## config.mk

```make
export PLATFORM = sky130hd
export DESIGN_NAME = upgrade_frame_receiver
export DESIGN_NICKNAME = d
export VERILOG_FILES = /design/src/rtl/ufr_pkg.sv /design/src/rtl/upgrade_frame_receiver.sv
export SDC_FILE = /design/constraint.sdc
export NUM_CORES = 2
export LEC_CHECK = 0
export BUFFER_PORTS_ARGS = -buffer_cell sky130_fd_sc_hd__buf_4
export CAP_MARGIN = 15
export CORE_ASPECT_RATIO = 0.8
export CORE_UTILIZATION = 25
export CTS_BUF_LIST = sky130_fd_sc_hd__clkbuf_4 sky130_fd_sc_hd__clkbuf_8
export DETAILED_ROUTE_END_ITERATION = 16
export PLACE_DENSITY_LB_ADDON = 0.08
export SYNTH_ARGS = -nofsm -noshare
export SYNTH_HDL_FRONTEND = slang
export SYNTH_SLANG_ARGS = --single-unit
```

## constraint.sdc

```tcl
create_clock -name clk -period 17.95 [get_ports clk]
set_input_delay 3.59 -clock clk [delete_from_list [all_inputs] [get_ports clk]]
set_output_delay 3.59 -clock clk [all_outputs]
set_load 0.02 [all_outputs]
```

## src/rtl/ufr_pkg.sv

```systemverilog
// ============================================================================
// ufr_pkg
// Shared types, codes and the CRC-32 byte step for the upgrade frame receiver.
// ============================================================================
package ufr_pkg;

    // frame parse phase
    typedef enum logic [5:0] {
        PH_IDLE   = 6'b000001,
        PH_HEADER = 6'b000010,
        PH_DATA   = 6'b000100,
        PH_CRC    = 6'b001000,
        PH_ERROR  = 6'b010000,
        PH_DONE   = 6'b100000
    } phase_t;

    // control sequencer around the frame buffer
    typedef enum logic [5:0] {
        CT_RUN   = 6'b000001,
        CT_FETCH = 6'b000010,
        CT_CHECK = 6'b000100,
        CT_TOTAL = 6'b001000,
        CT_READ  = 6'b010000,
        CT_EMIT  = 6'b100000
    } ctl_t;

    // result status codes
    localparam logic [2:0] ST_ACCEPTED   = 3'd0;
    localparam logic [2:0] ST_COMPLETE   = 3'd1;
    localparam logic [2:0] ST_BAD_LENGTH = 3'd2;
    localparam logic [2:0] ST_CRC_ERROR  = 3'd3;
    localparam logic [2:0] ST_SHORT_FIRST = 3'd4;
    localparam logic [2:0] ST_BEYOND_FW  = 3'd5;
    localparam logic [2:0] ST_BEYOND_APP = 3'd6;

    // register indexes
    localparam logic REG_UPGRADE_ENABLE = 1'b0;
    localparam logic REG_APP_AREA_SIZE  = 1'b1;

    localparam logic [7:0]  SYNC_BYTE  = 8'hAA;
    localparam logic [31:0] CRC_POLY   = 32'hEDB88320;
    localparam logic [31:0] CRC_INIT   = 32'hFFFFFFFF;
    localparam logic [24:0] AREA_LIMIT = 25'h1000000;

    // reflected crc-32, one byte
    function automatic logic [31:0] crc_byte(input logic [31:0] crc_in,
                                             input logic [7:0]  data);
        logic [31:0] c;
        c = crc_in ^ {24'd0, data};
        for (int i = 0; i < 8; i++) begin
            c = c[0] ? ((c >> 1) ^ CRC_POLY) : (c >> 1);
        end
        return c;
    endfunction

endpackage

```

## src/rtl/upgrade_frame_receiver.sv

```systemverilog
// ============================================================================
// upgrade_frame_receiver
// Deframes upgrade link bytes, checks each block's CRC-32 and limits, and
// emits accepted blocks as flash writes of up to four bytes.
// ============================================================================
//
// channel   direction  handshake                  beat payload
// -------   ---------  -------------------------  ---------------------------
// byte      in         byte_valid / byte_stall    rx_byte
// result    out        result_valid / result_stall write_valid, flash_offset,
//                                                 write_word, byte_count, last,
//                                                 status, received_total
// config    in         APB (psel/penable/pready)  upgrade_enable @0,
//                                                 app_area_size @4
//
// A link byte is taken whenever byte_valid is high and byte_stall is low. The
// fourth CRC byte starts a frame close (buffer read of word 0, checks, total
// update), then a frame buffer read and an emit per 4-byte write, since the
// frame buffer read is registered; byte_stall is high through the close. The
// frame buffer needs no clearing after reset. byte_stall is also high while a
// result beat is held by result_stall.
module upgrade_frame_receiver
    import ufr_pkg::*;
#(
    parameter int BLOCK_BYTES = 256
) (
    input  logic        clk,
    input  logic        rst_n,
    // byte channel
    input  logic        byte_valid,
    output logic        byte_stall,
    input  logic [7:0]  rx_byte,
    // result channel
    output logic        result_valid,
    input  logic        result_stall,
    output logic        write_valid,
    output logic [23:0] flash_offset,
    output logic [31:0] write_word,
    output logic [2:0]  byte_count,
    output logic        last,
    output logic [2:0]  status,
    output logic [31:0] received_total,
    // configuration
    input  logic        psel,
    input  logic        penable,
    input  logic        pwrite,
    input  logic [2:0]  paddr,
    input  logic [31:0] pwdata,
    output logic [31:0] prdata,
    output logic        pready
);

    localparam int DIW   = $clog2(BLOCK_BYTES + 1);
    localparam int WORDS = (BLOCK_BYTES + 3) / 4;
    localparam int AW    = (WORDS > 1) ? $clog2(WORDS) : 1;
    localparam int BW    = 16 + DIW;
    localparam int CW    = 33;

    // configuration registers
    logic        upgrade_enable_reg;
    logic [24:0] app_area_size_reg;
    logic        cfg_write;
    logic        cfg_idx;

    // parse state
    phase_t          phase_reg, phase_next;
    ctl_t            ctl_reg, ctl_next;
    logic [1:0]      field_count_reg, field_count_next;
    logic [15:0]     frame_length_reg, frame_length_next;
    logic [15:0]     block_number_reg, block_number_next;
    logic [DIW-1:0]  data_index_reg, data_index_next;
    logic [31:0]     crc_running_reg, crc_running_next;
    logic [31:0]     crc_received_reg, crc_received_next;
    logic [31:0]     firmware_length_reg, firmware_length_next;
    logic [31:0]     bytes_received_reg, bytes_received_next;
    logic            crc_bad_reg, crc_bad_next;
    logic [BW-1:0]   base_reg, base_next;
    logic [DIW-1:0]  pos_reg, pos_next;
    logic [2:0]      done_status_reg, done_status_next;

    // frame buffer
    logic [31:0]     buf_mem [WORDS];
    logic [31:0]     rd_data_reg;
    logic            mem_we;
    logic [AW-1:0]   wr_word;
    logic [1:0]      wr_lane;
    logic [AW-1:0]   rd_word;

    // result register
    logic        result_valid_reg;
    logic        write_valid_reg, write_valid_next;
    logic [23:0] flash_offset_reg, flash_offset_next;
    logic [31:0] write_word_reg, write_word_next;
    logic [2:0]  byte_count_reg, byte_count_next;
    logic        last_reg, last_next;
    logic [2:0]  status_reg, status_next;
    logic [31:0] received_total_reg;
    logic        out_load;
    logic        out_free;

    // datapath helpers
    logic           acc;
    logic [31:0]    crc_upd;
    logic [15:0]    len_shift;
    logic [31:0]    fw_eff;
    logic [24:0]    area_eff;
    logic [CW-1:0]  sum_ext;
    logic [31:0]    sum_sat;
    logic [DIW-1:0] rem;
    logic           last_word;
    logic [2:0]     word_cnt;
    logic [31:0]    word_masked;

    // apb configuration port
    assign pready    = 1'b1;
    assign cfg_write = psel && penable && pwrite && pready;
    assign cfg_idx   = 1'(paddr >> 2);

    always_comb
    begin
        unique case (cfg_idx)
            REG_UPGRADE_ENABLE: prdata = {31'd0, upgrade_enable_reg};
            REG_APP_AREA_SIZE:  prdata = {7'd0, app_area_size_reg};
            default:            prdata = 32'd0;
        endcase
    end

    always_ff @(posedge clk or negedge rst_n)
    begin
        if (!rst_n)
        begin
            upgrade_enable_reg <= 1'b0;
            app_area_size_reg  <= AREA_LIMIT;
        end
        else if (cfg_write)
        begin
            if (cfg_idx == REG_UPGRADE_ENABLE)
            begin
                upgrade_enable_reg <= pwdata[0];
            end
            else
            begin
                app_area_size_reg <= pwdata[24:0];
            end
        end
    end

    // handshakes
    assign out_free   = !result_valid_reg || !result_stall;
    assign byte_stall = (ctl_reg != CT_RUN) || (result_valid_reg && result_stall);
    assign acc        = byte_valid && !byte_stall;

    // frame buffer addressing
    assign wr_word = data_index_reg[AW+1:2];
    assign wr_lane = data_index_reg[1:0];
    assign rd_word = pos_reg[AW+1:2];

    // combinational helpers
    assign crc_upd   = crc_byte(crc_running_reg, rx_byte);
    assign len_shift = {frame_length_reg[7:0], rx_byte};
    assign fw_eff    = (block_number_reg == 16'd0)
                     ? {rd_data_reg[7:0], rd_data_reg[15:8], rd_data_reg[23:16],
                        rd_data_reg[31:24]}
                     : firmware_length_reg;
    assign area_eff  = (app_area_size_reg > AREA_LIMIT) ? AREA_LIMIT : app_area_size_reg;
    assign sum_ext   = CW'(bytes_received_reg) + CW'(frame_length_reg);
    assign sum_sat   = sum_ext[32] ? 32'hFFFFFFFF : sum_ext[31:0];
    assign rem       = DIW'(frame_length_reg) - pos_reg;
    assign last_word = (rem <= DIW'(4));
    assign word_cnt  = last_word ? rem[2:0] : 3'd4;

    // unused upper lanes of the last word read as zero
    always_comb
    begin
        for (int j = 0; j < 4; j++)
        begin
            word_masked[8*j +: 8] = (3'(j) < word_cnt) ? rd_data_reg[8*j +: 8] : 8'd0;
        end
    end

    // parse and frame close sequencer
    always_comb
    begin
        phase_next           = phase_reg;
        ctl_next             = ctl_reg;
        field_count_next     = field_count_reg;
        frame_length_next    = frame_length_reg;
        block_number_next    = block_number_reg;
        data_index_next      = data_index_reg;
        crc_running_next     = crc_running_reg;
        crc_received_next    = crc_received_reg;
        firmware_length_next = firmware_length_reg;
        bytes_received_next  = bytes_received_reg;
        crc_bad_next         = crc_bad_reg;
        base_next            = base_reg;
        pos_next             = pos_reg;
        done_status_next     = done_status_reg;
        mem_we               = 1'b0;
        out_load             = 1'b0;
        write_valid_next     = 1'b0;
        flash_offset_next    = 24'd0;
        write_word_next      = 32'd0;
        byte_count_next      = 3'd0;
        last_next            = 1'b0;
        status_next          = ST_ACCEPTED;

        unique case (ctl_reg)
            CT_RUN:
            begin
                if (acc && upgrade_enable_reg)
                begin
                    unique case (phase_reg)
                        PH_IDLE:
                        begin
                            if (rx_byte == SYNC_BYTE)
                            begin
                                phase_next        = PH_HEADER;
                                field_count_next  = 2'd0;
                                frame_length_next = 16'd0;
                                block_number_next = 16'd0;
                                data_index_next   = '0;
                                crc_running_next  = CRC_INIT;
                                crc_received_next = 32'd0;
                            end
                        end
                        PH_HEADER:
                        begin
                            crc_running_next = crc_upd;
                            field_count_next = field_count_reg + 2'd1;
                            if (field_count_reg < 2'd2)
                            begin
                                frame_length_next = len_shift;
                            end
                            else
                            begin
                                block_number_next = {block_number_reg[7:0], rx_byte};
                            end
                            // oversize length fails on its second byte
                            if (field_count_reg == 2'd1 && len_shift > 16'(BLOCK_BYTES))
                            begin
                                phase_next  = PH_ERROR;
                                out_load    = 1'b1;
                                last_next   = 1'b1;
                                status_next = ST_BAD_LENGTH;
                            end
                            if (field_count_reg == 2'd3)
                            begin
                                field_count_next = 2'd0;
                                phase_next = (frame_length_reg == 16'd0) ? PH_CRC : PH_DATA;
                            end
                        end
                        PH_DATA:
                        begin
                            crc_running_next = crc_upd;
                            mem_we           = 1'b1;
                            data_index_next  = data_index_reg + DIW'(1);
                            if (16'(data_index_reg) + 16'd1 >= frame_length_reg)
                            begin
                                phase_next       = PH_CRC;
                                field_count_next = 2'd0;
                            end
                        end
                        PH_CRC:
                        begin
                            crc_received_next = {crc_received_reg[23:0], rx_byte};
                            field_count_next  = field_count_reg + 2'd1;
                            if (field_count_reg == 2'd3)
                            begin
                                field_count_next = 2'd0;
                                crc_bad_next = ((crc_running_reg ^ CRC_INIT)
                                               != {crc_received_reg[23:0], rx_byte});
                                base_next = BW'(block_number_reg) * BW'(BLOCK_BYTES);
                                pos_next  = '0;
                                ctl_next  = CT_FETCH;
                            end
                        end
                        PH_ERROR, PH_DONE:
                        begin
                        end
                        default:
                        begin
                        end
                    endcase
                end
            end
            CT_FETCH:
            begin
                // word 0 is read at this edge
                ctl_next = CT_CHECK;
            end
            CT_CHECK:
            begin
                priority if (crc_bad_reg)
                begin
                    status_next = ST_CRC_ERROR;
                end
                else if (block_number_reg == 16'd0 && frame_length_reg < 16'd4)
                begin
                    status_next = ST_SHORT_FIRST;
                end
                else if (CW'(fw_eff) < CW'(base_reg))
                begin
                    status_next = ST_BEYOND_FW;
                end
                else if (CW'(base_reg) + CW'(frame_length_reg) > CW'(area_eff))
                begin
                    status_next = ST_BEYOND_APP;
                end
                else
                begin
                    status_next = ST_ACCEPTED;
                end

                if (status_next != ST_ACCEPTED)
                begin
                    phase_next = PH_ERROR;
                    out_load   = 1'b1;
                    last_next  = 1'b1;
                    ctl_next   = CT_RUN;
                end
                else
                begin
                    firmware_length_next = fw_eff;
                    bytes_received_next  = (block_number_reg == 16'd0)
                                         ? 32'(frame_length_reg) : sum_sat;
                    ctl_next = CT_TOTAL;
                end
            end
            CT_TOTAL:
            begin
                if (bytes_received_reg >= firmware_length_reg)
                begin
                    done_status_next = ST_COMPLETE;
                    phase_next       = PH_DONE;
                end
                else
                begin
                    done_status_next = ST_ACCEPTED;
                    phase_next       = PH_IDLE;
                end
                if (frame_length_reg == 16'd0)
                begin
                    out_load    = 1'b1;
                    last_next   = 1'b1;
                    status_next = (bytes_received_reg >= firmware_length_reg)
                                ? ST_COMPLETE : ST_ACCEPTED;
                    ctl_next    = CT_RUN;
                end
                else
                begin
                    ctl_next = CT_READ;
                end
            end
            CT_READ:
            begin
                ctl_next = CT_EMIT;
            end
            CT_EMIT:
            begin
                if (out_free)
                begin
                    out_load          = 1'b1;
                    write_valid_next  = 1'b1;
                    flash_offset_next = 24'(base_reg + BW'(pos_reg));
                    write_word_next   = word_masked;
                    byte_count_next   = word_cnt;
                    last_next         = last_word;
                    status_next       = last_word ? done_status_reg : ST_ACCEPTED;
                    if (last_word)
                    begin
                        ctl_next = CT_RUN;
                    end
                    else
                    begin
                        pos_next = pos_reg + DIW'(4);
                        ctl_next = CT_READ;
                    end
                end
            end
            default:
            begin
                ctl_next = CT_RUN;
            end
        endcase
    end

    // control and parse state
    always_ff @(posedge clk or negedge rst_n)
    begin
        if (!rst_n)
        begin
            phase_reg           <= PH_IDLE;
            ctl_reg             <= CT_RUN;
            field_count_reg     <= 2'd0;
            frame_length_reg    <= 16'd0;
            block_number_reg    <= 16'd0;
            data_index_reg      <= '0;
            crc_running_reg     <= CRC_INIT;
            crc_received_reg    <= 32'd0;
            firmware_length_reg <= 32'd0;
            bytes_received_reg  <= 32'd0;
            crc_bad_reg         <= 1'b0;
            pos_reg             <= '0;
            done_status_reg     <= ST_ACCEPTED;
            result_valid_reg    <= 1'b0;
        end
        else
        begin
            phase_reg           <= phase_next;
            ctl_reg             <= ctl_next;
            field_count_reg     <= field_count_next;
            frame_length_reg    <= frame_length_next;
            block_number_reg    <= block_number_next;
            data_index_reg      <= data_index_next;
            crc_running_reg     <= crc_running_next;
            crc_received_reg    <= crc_received_next;
            firmware_length_reg <= firmware_length_next;
            bytes_received_reg  <= bytes_received_next;
            crc_bad_reg         <= crc_bad_next;
            pos_reg             <= pos_next;
            done_status_reg     <= done_status_next;
            if (out_load)
            begin
                result_valid_reg <= 1'b1;
            end
            else if (!result_stall)
            begin
                result_valid_reg <= 1'b0;
            end
        end
    end

    // payload registers
    always_ff @(posedge clk)
    begin
        base_reg <= base_next;
        if (out_load)
        begin
            write_valid_reg    <= write_valid_next;
            flash_offset_reg   <= flash_offset_next;
            write_word_reg     <= write_word_next;
            byte_count_reg     <= byte_count_next;
            last_reg           <= last_next;
            status_reg         <= status_next;
            received_total_reg <= bytes_received_next;
        end
    end

    // frame buffer: byte lane write, registered word read
    always_ff @(posedge clk)
    begin
        if (mem_we)
        begin
            buf_mem[wr_word][8*wr_lane +: 8] <= rx_byte;
        end
        rd_data_reg <= buf_mem[rd_word];
    end

    // result port
    assign result_valid   = result_valid_reg;
    assign write_valid    = write_valid_reg;
    assign flash_offset   = flash_offset_reg;
    assign write_word     = write_word_reg;
    assign byte_count     = byte_count_reg;
    assign last           = last_reg;
    assign status         = status_reg;
    assign received_total = received_total_reg;

    // error beats only leave the block once it is locked in the error phase
    a_error_sticky: assert property (@(posedge clk) disable iff (!rst_n)
        (result_valid && last && (status == ST_BAD_LENGTH || status == ST_CRC_ERROR ||
         status == ST_SHORT_FIRST || status == ST_BEYOND_FW || status == ST_BEYOND_APP))
        |-> (phase_reg == PH_ERROR))
        else $error("error result without error phase");

    // a write beat always carries bytes, a status-only beat never does
    a_count_matches: assert property (@(posedge clk) disable iff (!rst_n)
        result_valid |-> (write_valid == (byte_count != 3'd0)))
        else $error("byte_count disagrees with write_valid");

    // only the final write of a frame may be partial
    a_full_words: assert property (@(posedge clk) disable iff (!rst_n)
        (result_valid && write_valid && !last) |-> (byte_count == 3'd4))
        else $error("partial write before end of frame");

    // done means the total has reached the firmware length
    a_done_total: assert property (@(posedge clk) disable iff (!rst_n)
        (phase_reg == PH_DONE) |-> (bytes_received_reg >= firmware_length_reg))
        else $error("done phase with short total");

endmodule
```

Word level (Yosys, flattened, before mapping)
Memory sizes are Yosys's and may differ from the RTL's. A register that Yosys moved wholly into a read port is not among the register bits.
Cells that the tools add are included.

word-level totals
  memories = 1
  memory bits (writable) = 2048
  output and inout bits = 131
  logic and storage cells = 220
  input port bits = 50
  bits in registers = 327

operators by class
  shift operators = 2
  reductions and logical operators = 42
  eq/ne operators = 30
  $lt $le $gt $ge = 13
  bitwise gates (word level) = 12
  $add $sub $neg = 9
  mux-type cells = 84

memory list
  name     words  width  rd ports  clocked after memory_dff  wr ports  line                          source
  buf_mem  64     32     1         1                         1         upgrade_frame_receiver.sv:82  logic [31:0] buf_mem [WORDS];

operators with widths
  operator                                                                 count
  32-bit two-way mux                                                       15
  32-bit one-hot mux with 2 select lines                                   2
  13-bit inverter with 14-bit output                                       8
  6-bit two-way mux                                                        11
  16-bit one-hot mux with 2 select lines                                   2
  9-bit two-way mux                                                        6
  16-bit two-way mux                                                       3
  24-bit one-hot mux with 2 select lines                                   1
  6-bit one-hot mux with 3 select lines                                    2
  6-bit one-hot mux with 6 select lines                                    1
  9-bit one-hot mux with 2 select lines                                    2
  5-bit negation with 34-bit output                                        1
  8-bit by 34-bit variable shift with 32-bit output, first input constant  1
  8-bit by 34-bit indexed part select with 32-bit output                   1
  32-bit by 16-bit adder with 33-bit output                                1
  32-bit greater-or-equal comparator                                       1
  16-bit logical NOT                                                       2
  32-bit by 24-bit less-than comparator with 1-bit output                  1
  32-bit inequality test                                                   1
  32-bit inverter                                                          1
  32-bit by 8-bit bitwise XOR with 32-bit output                           1
  3-bit two-way mux                                                        9
  24-bit by 16-bit adder with 25-bit output                                1
  25-bit greater-than comparator                                           1
  other kinds (51)                                                         117

Logic depth before layout (Yosys ltp)
  word-level depth = 18
  gate-level depth with buffers = 22

Least setup slack after synthesis
OpenSTA, ideal clock, no wires.

  path type = input to output
  start = in paddr[2]
  end = out prdata[10]
  setup slack = 10092 ps
  required time = 14360 ps
  data arrival time = 4268 ps
  stages on the path = 3
  buffers on the path = 2
  cells stage by stage = clkbuf_1 clkbuf_1 and2_1

between the ends
  cells in the longest elaborated chain, start to end = 2

ends and longest elaborated chain
  what                                      line                           source
  start: declaration                        upgrade_frame_receiver.sv:47   input logic [2:0] paddr,
  1-bit inverter (no line)                  --
  32-bit one-hot mux with 2 select lines *  upgrade_frame_receiver.sv:121  unique case (cfg_idx)
  end: declaration                          upgrade_frame_receiver.sv:49   output logic [31:0] prdata,

Mark *: on every way between the ends. The rest lies on a longest branch, timed or not. The select of a mux whose other input is x is not followed.

Worst setup path after layout
  start = in paddr[2]
  end = out prdata[0]

The elaborated chain is that of the path after synthesis.

==> out/qor.txt <==
Status: completed
Async SR Flop Fraction: 0.0879
DR iter-0 viols: 4555
Commonest non-fill, non-tap cell in the layout: edfxtp_1
CP Capture Type: output pin
Seq/Total Area, Yosys: 0.725
Vias in the first global route: 51739
Hold Crit Depth: 0
Period utilisation layout: 0.441
Setup bufs post-CTS: 0
Fin. Hold Viols: 0
Primary FF master, synth: edfxtp_1
Die area: 0.393 mm²
Core Area: 0.387 mm²
GR Util met3: 0.0367
RSZ-0062 raised after global routing: false
Final setup viols: 0
Crit path required time: 14360 ps
Largest net degree at the start of global routing: 124
Clock transition at path regs: 60 ps
Max clock buf depth: 4
Root Buffer: clkbuf_8
Syn Inst Count: 5078
VDD IR max: 0.000155 V
CTS tree: built
Avg Inst Size Synth: 19.2 µm²
Site Rows: 204
Final Util: 0.292
Gr busiest metal: met1
Vias per cell: 4.58
Least-Margin Pin Slew: 1190 ps
Initial antenna violation count: 55
Total gr overflow: 0
Commonest non-fill, non-tap cells in the layout: 2158 x edfxtp_1, 672 x mux4_2, 430 x clkbuf_8
I/O pin total: 181
Clock Skew: 67.1 ps
Routed via count: 50379
Min cycle time layout: 7910 ps
Worst EP arrival: 4320 ps
Hold crit path type: reg2reg
EDFF count, synth: 2158
DRT Wirelength: 323 mm
Max Clk Rate: 0.126 GHz
Critical path launch point type: input port
Synth warnings: 0
Finished Layout Cells: 10991
Cells after DPL: 10240
First-pass GRT wire length: 440 mm
Kind of critical path: in2out
WL/cell: 29.4 µm
Port bufs: 161
Clock Sinks: 2401
Die Span Y: 561 µm
M2 GR Usage: 0.239
HPWL after DPL: 205 mm
Max reg flops: 2048
Setup TNS: 0 ps
GPL Wtd Cong: 0.764
Post-CTS sizing: 0
Hold-fix buffers, CTS: 0
Pwr dens: 114 mW/mm²
Seq cells post-synth: 2401
Final #Nets: 5687
Worst-path maximum fanout: 27
Starting Density: 0.252
Pre-antenna DRT Iters: 5
DR DRC count: 0
Synthesized area: 0.0976 mm²
H-tree levels: 5
Top reg by flops: buf_mem
Area Growth Syn to Fin: 15.9%
Maxcap violations: 0
ANT nets after route: 0
CTS buffer count: 412
GRT Total Usage: 0.161
Normalized max-slew margin: 0.202
Cell variety after synth: 83
Pins Over Slew Limit: 0
Leakage power: 0.0355 µW
R2R cell count: 20
Global-route met1 utilization: 0.240
Layout cells sized above 1: 0.294
Chip width: 701 µm
Clk_lat worst skew: 1050 ps
-- cells in the mapped netlist (5+ instances only) --
master / number / area, µm²
and2_1: 79 / 494
a21oi_1: 116 / 581
nand2_1: 216 / 811
a31oi_1: 14 / 87.6
nor3_1: 32 / 160
o22a_1: 7 / 61.3
or4_1: 6 / 45.0
a21o_1: 20 / 150
mux4_2: 672 / 15100
buf_2: 8 / 40.0
xnor2_1: 94 / 823
nor2b_1: 16 / 100
nand4_1: 26 / 163
nor2_1: 396 / 1490
a2bb2oi_1: 7 / 61.3
o31ai_1: 10 / 75.1
or3_1: 10 / 62.6
nand3_1: 56 / 280
dfxtp_1: 32 / 641
edfxtp_1: 2158 / 64800
a211oi_1: 10 / 75.1
o21bai_1: 7 / 52.6
buf_4: 10 / 75.1
nor4_1: 30 / 188
dfrtp_1: 176 / 4400
clkbuf_1: 175 / 657
inv_1: 85 / 319
mux2_2: 50 / 563
buf_1: 61 / 229
nand3b_1: 6 / 45.0
and3_1: 20 / 125
o21a_1: 5 / 37.5
ha_1: 127 / 1590
dfstp_2: 35 / 920
o21ai_0: 88 / 440
nand2b_1: 11 / 68.8
a22o_1: 50 / 438
o22ai_1: 8 / 50.1
nor3b_1: 14 / 105
xor2_1: 53 / 464
-- cells by family after synthesis --
kind of cell             Yosys count  share of synthesized area
multiplexers                     726                      0.161
adder cells (fa/ha/maj)          129                     0.0167
other                              2                  0.0000769
XOR/XNOR                         148                     0.0134
buffers and inverters            343                     0.0137
AO/OA/AOI/OAI                    389                     0.0258
flip-flops                      2401                      0.725
AND/OR/NAND/NOR                  940                     0.0444
-- critical path, stage by stage --
cell and delay (ps):
buf_4 210, mux2_2 360, buf_4 150
-- power by group --
| group | total, µW | internal, µW | switching [µW] |
|---|---|---|---|
| Clock | 4950 | 2590 | 2350 |
| Sequential | 6260 | 6140 | 116 |
| Combinational | 1650 | 570 | 1080 |
-- per-layer routing --
layer / part of all wire / up-vias
li1: - / 21414
met1: 0.48 / 27120
met2: 0.44 / 1428
met3: 0.062 / 415
met4: 0.019 / 2
met5: 0.000062 / -
-- area by class of cell --
cell class,instances,area [µm²]
timing repair buffer,260,2010
inverter,89,343
sequential,2401,70800
fill,38255,274000
antenna,14,35.0
clock inverter,159,878
tap,5150,6440
clock buffer,574,7000
multi-input combinational,2344,25700
-- final timing paths --
kind,startpoint,to,slack [ps]
max in group asynchronous,rst_n,pos_reg[3],13960
min reg2reg,block_number_reg[13],base_reg[21],500
max,paddr[2],prdata[0],10040
min in group asynchronous,rst_n,app_area_size_reg[6],2580
max reg2reg,base_reg[8],write_word[26],11280
min,block_number_reg[13],base_reg[21],500
-- metrics by stage --
stage / setup slack (ps) / hold WS, ps / power, µW / instance area, µm²
global route: 9990 / 516 / 13400 / 113000
floorplan: 10090 / 447 / 7390 / 97700
global placement: 10040 / 481 / 8010 / 105000
CTS: 10030 / 503 / 13000 / 113000
finish: 10040 / 495 / 12900 / 113000
detailed placement: 10030 / 489 / 8000 / 105000
No activity file was read; power rests on OpenSTA's default activity.
